File: config.mk
export PLATFORM = sky130hd
export DESIGN_NAME = rj_out_buf
export DESIGN_NICKNAME = d
export VERILOG_FILES = /design/src/rtl/core/rj_pkg.sv /design/src/rtl/core/rj_out_buf.sv
export SDC_FILE = /design/constraint.sdc
export NUM_CORES = 1
export LEC_CHECK = 0
export BUFFER_PORTS_ARGS = -buffer_cell sky130_fd_sc_hd__buf_2
export CORE_ASPECT_RATIO = 1.25
export CORE_MARGIN = 3
export CORE_UTILIZATION = 40
export CTS_BUF_LIST = sky130_fd_sc_hd__clkbuf_8
export DETAILED_ROUTE_END_ITERATION = 16
export PLACE_DENSITY = 0.66
export SYNTH_ARGS = -nofsm -noshare
export SYNTH_HDL_FRONTEND = slang
export SYNTH_SLANG_ARGS = --single-unit
File: constraint.sdc
create_clock -name clock -period 11.5 [get_ports clock]
set_clock_uncertainty 0.05 [all_clocks]
set_input_delay 2.3 -clock clock [delete_from_list [all_inputs] [get_ports clock]]
set_output_delay 2.3 -clock clock [all_outputs]
set_load 0.05 [all_outputs]
File: src/rtl/core/rj_pkg.sv
// Shared types and constants of the radar measurement Jacobian pipeline.
package rj_pkg;

   localparam int FRAC_BITS   = 16;
   localparam int LANES       = 6;
   localparam int SQRT_STAGES = 32;
   localparam int QUO_W       = 33;
   localparam int DIV_STAGES  = QUO_W;
   localparam int NUM_W       = 128;
   localparam int DEN_W       = 96;

   typedef struct packed {
      logic signed [31:0] pos_x;
      logic signed [31:0] pos_y;
      logic signed [31:0] vel_x;
      logic signed [31:0] vel_y;
   } req_type;

   typedef struct packed {
      logic signed [31:0] range_dx;
      logic signed [31:0] range_dy;
      logic signed [31:0] bearing_dx;
      logic signed [31:0] bearing_dy;
      logic signed [31:0] rate_dx;
      logic signed [31:0] rate_dy;
      logic               zero_range;
      logic               saturated;
   } rsp_type;

   // Values that ride along with the square root pipeline.
   typedef struct packed {
      logic [31:0] mx;
      logic [31:0] my;
      logic        nx;
      logic        ny;
      logic        nc;
      logic [63:0] cm;
      logic [63:0] a;
   } side_type;

   // Per-lane result signs and the origin flag, carried beside the dividers.
   typedef struct packed {
      logic [LANES-1:0] neg;
      logic             zero;
   } fin_type;

endpackage

File: src/rtl/core/rj_out_buf.sv
// Two-entry output queue that decouples the pipeline from the result channel.
module rj_out_buf import rj_pkg::*; (
   input  logic    clock,
   input  logic    reset,
   input  logic    push,
   input  rsp_type push_data,
   output logic    space,
   output logic    rsp_valid,
   input  logic    rsp_ready,
   output rsp_type rsp_data
);

   rsp_type    slot_ff [2];
   logic       head_ff;
   logic       head_in;
   logic [1:0] count_ff;
   logic [1:0] count_in;
   logic       tail;
   logic       pop;

   assign space     = (count_ff != 2'd2);
   assign rsp_valid = (count_ff != 2'd0);
   assign rsp_data  = slot_ff[head_ff];
   assign pop       = rsp_valid && rsp_ready;
   assign tail      = head_ff ^ count_ff[0];

   always_comb begin
      head_in  = pop ? !head_ff : head_ff;
      count_in = count_ff + {1'b0, push} - {1'b0, pop};
   end

   always_ff @(posedge clock) begin
      if (reset) begin
         head_ff  <= 1'b0;
         count_ff <= 2'd0;
      end else begin
         head_ff  <= head_in;
         count_ff <= count_in;
      end
   end

   always_ff @(posedge clock) begin
      if (push) begin
         slot_ff[tail] <= push_data;
      end
   end

endmodule

# Word level (Yosys, flattened, before mapping)
# Memory sizes are Yosys's and may differ from the RTL's. A register that Yosys moved wholly into a read port is not among the register bits.
# Cells that the tools add are included.
# totals
regBits,3
mem_bits_rw,388
input_bits,198
out_inout_bits,196
word_cells,14
mem_count,1
# mem_list
memory,depth,word_bits,read_ports,rd_clocked_by_memory_dff,wr,line_no,rtl
slot_ff,2,194,1,1,1,rj_out_buf.sv:13,rsp_type slot_ff [2];
# op_classes
n_addsub,2
eq_ne,1
n_mux,4
bitwise,1
reduce_logical,3
# ops
op,count
1-bit two-way mux,4
2-bit by 1-bit adder with 2-bit output,1
2-bit inequality test (second input constant),1
2-bit nonzero test,1
2-bit by 1-bit subtractor with 2-bit output,1
1-bit logical AND,1
1-bit zero test,1
1-bit bitwise XOR,1

# Depth between registers and ports, before layout
# depth
word_depth,4
depth_mapped,6
depth_no_buf,6

# Worst setup path before layout
# Ideal clock, no wire load.
# synth_timing
path_kind,input-to-reg
startpoint,in push
endpoint,mem slot_ff[0][0] (netlist bit) (enable)
t_arrival_ps,10309
t_required_ps,10700
path_slack_ps,390
cell_stages,2
n_path_buf,0
cell_sequence,inv_1 -> nor2_1
# synth_between
elab_chain_cells,2
# synth_rtl
element,line_no,rtl
start: declaration,rj_out_buf.sv:5,"input logic push,"
1-bit two-way mux,rj_out_buf.sv:43,if (push) begin
1-bit two-way mux (not written as such),rj_out_buf.sv:44,slot_ff[tail] <= push_data;
end: declaration,rj_out_buf.sv:13,
# No other way between the ends.

==> qor.yml <==
finalCritPeriodShare: 0.5281
grt_pass1_vias: 8021
drv_slew: 0
n_fill_cell: 3064
io_pins: 394
slew_headroom: 0.2861
cts_resized: 0
max_freq_mhz: 164.7
cap_violations: 0
finalHoldViolCount: 0
drt_wl_total_microns: 31080
ys_seq_area_frac: 0.7882
dp_hpwl_microns: 21230
met1_usage: 0.1622
r2r-end: "slot_ff[0][189]"
h-tree-depth: 2
dieArea_sq_mm: 0.03957
grt_pass1_wl_microns: 45910
rsz0062_at_grt: "false"
ir_drop_mv: 0.1590
drtIter0Drc: 281
final.min_clock_period_ns: 6.073
hold_path.startpoint: "head_ff"
r2r_setup_slack_ns: 8.35
status: "finished clean"
drtPass1Iterations: 4
ant_nets: 0
ys_warn_count: 0
powerDensity_mw_per_mm2: 282.5
holdPathStages: 2
clkLatencyLatePin_ns: 0.59
tightest_slew_ns: 1.071
coreArea_sq_mm: 0.03650
setup_violations: 0
power_mw: 5.188
busiest_layer: "met2"
grt.overflow.total: 0
clkTransAtPathRegs_ns: 0.06
hp-class: "flip-flop to flip-flop"
r2r_cells: 4
clockBufferDepth: 3
syn_area_per_cell_sq_um: 23.77
fp.dieH_microns: 221.7
numCtsBuffers: 58
synth.net_count: 826
initial_utilization: 0.4078
r2r_start: "head_ff"
grtUsageMet2: 0.2669
startpoint_type: "flip-flop"
rows: 78
synth_cells: 626
drive_gt1_frac: 0.6013
gp_congestion: 0.7934
num_vias: 7417
routedWlPerCell_microns: 19.42
min_to: "head_ff"
netlist_area_sq_mm: 0.01488
cts_setup_buffers: 0
cp.arrival_ns: 3.72
endpoint_kind: "output port"
synth_cell_types: 16
hold_buffers: 0
track_usage: 0.1529
use_met3: 0.05653
grt_max_degree: 68
cts_root_buf: "clkbuf_8"
power.leakage_nw: 7.242
syn_to_final_growth_pct: 23.38
cts_tree: "built"
antenna_found_initial: 13
io_buffers: 393
worstPathMaxFanout: 52
setup_tns_ns: 0
crit_required_ns: 9.15
via_per_inst: 4.636
cts_sinks: 392
ys_seq_elements: 392
die_w_microns: 178.5
fin_nets: 1265
post-route-drc-count: 0
path_class: "flip-flop to output port"
## cells by family (layout without fill, tap and decap cells)
family	count (synthesis)	after routing	synth area share
buffers and inverters	25	510	0.01614
other	0	9	0
AO/OA/AOI/OAI	1	1	0.0005046
multiplexers	196	196	0.1887
flip-flops	392	392	0.7882
adder cells (fa/ha/maj)	2	2	0.001681
XOR/XNOR	2	2	0.002102
AND/OR/NAND/NOR	8	8	0.002690
## through the flow
step	cell area [sq um]	hold slack [ns]	std cells	worst slack [ns]	util
final	18360	0.5868	1600	5.427	0.5031
after global routing	18360	0.6174	1599	5.189	0.5030
after CTS	18340	0.5912	1591	5.321	0.5025
after detailed placement	17300	0.5723	1485	5.986	0.4738
after global placement	17300	0.5507	1485	6.059	0.4738
after floorplan	14880	0.5302	626	0.3904	-
## worst max-delay path, stage by stage, from the launching register on
cell,delay (ns)
dfxtp_4,0.82
buf_4,0.73
buf_4,0.83
mux2_2,0.43
buf_2,0.21
## sequential cells by signal, summed over array words and instances (netlist names), named ones only
| register | flops |
|---|---|
| count_ff | 2 |
| head_ff | 1 |
| slot_ff | 388 |
## layout make-up
cell class / count / area [sq um] / share of cell area
antenna: 9 / 22.52 / 0.001226
clock buffer: 61 / 839.6 / 0.04572
clock inverter: 45 / 205.2 / 0.01117
inverter: 3 / 11.26 / 0.0006132
multi-input combinational: 209 / 2922 / 0.1591
sequential: 392 / 11740 / 0.6391
tap: 480 / 600.6 / 0.03271
timing repair buffer: 401 / 2027 / 0.1104
## synth_stat cells
library cell,number,area share
or2_2,1,0.00042
edfxtp_1,388,0.78
nor2b_1,2,0.00084
inv_1,3,0.00076
buf_6,19,0.014
buf_2,3,0.0010
dfxtp_1,4,0.0054
nand2_1,1,0.00025
mux2_2,36,0.027
nor2_1,3,0.00076
and2_1,1,0.00042
mux2_4,160,0.16
xnor3_1,1,0.0015
o21a_1,1,0.00050
xor2_1,1,0.00059
ha_1,2,0.0017
## worst max-delay path by stage
stage,slack (ns),cells after the start,to
after floorplan,0.39,2,slot_ff[0][0]
after global placement,6.06,4,rsp_data[1]
after detailed placement,5.99,4,rsp_data[0]
after CTS,5.32,4,rsp_data[0]
after global routing,5.19,4,rsp_data[0]
final,5.43,4,rsp_data[0]
## power breakdown
group | internal, mW | leakage [nW] | switching (mW)
registers | 2.02 | 3.68 | 0.117
logic | 0.602 | 2.94 | 1.45
clock network | 0.510 | 0.628 | 0.492
## placed cells by master, fill, tap and decap left out, types with 2 or more instances in the layout
| cell | count |
|---|---|
| mux2_4 | 160 |
| clkbuf_8 | 61 |
| clkinv_2 | 4 |
| buf_2 | 393 |
| clkinv_1 | 14 |
| ha_1 | 2 |
| dfxtp_1 | 3 |
| nor2b_1 | 2 |
| diode_2 | 9 |
| nor2_1 | 2 |
| mux2_2 | 36 |
| inv_1 | 28 |
| buf_4 | 8 |
| edfxtp_1 | 388 |
## metal layers
metal / part of all wire / vias to the layer above
li1: - / 3395
met1: 0.35 / 3624
met2: 0.52 / 321
met3: 0.086 / 71
met4: 0.038 / 6
met5: 0.0011 / -
(Power assumes the default switching activity.)
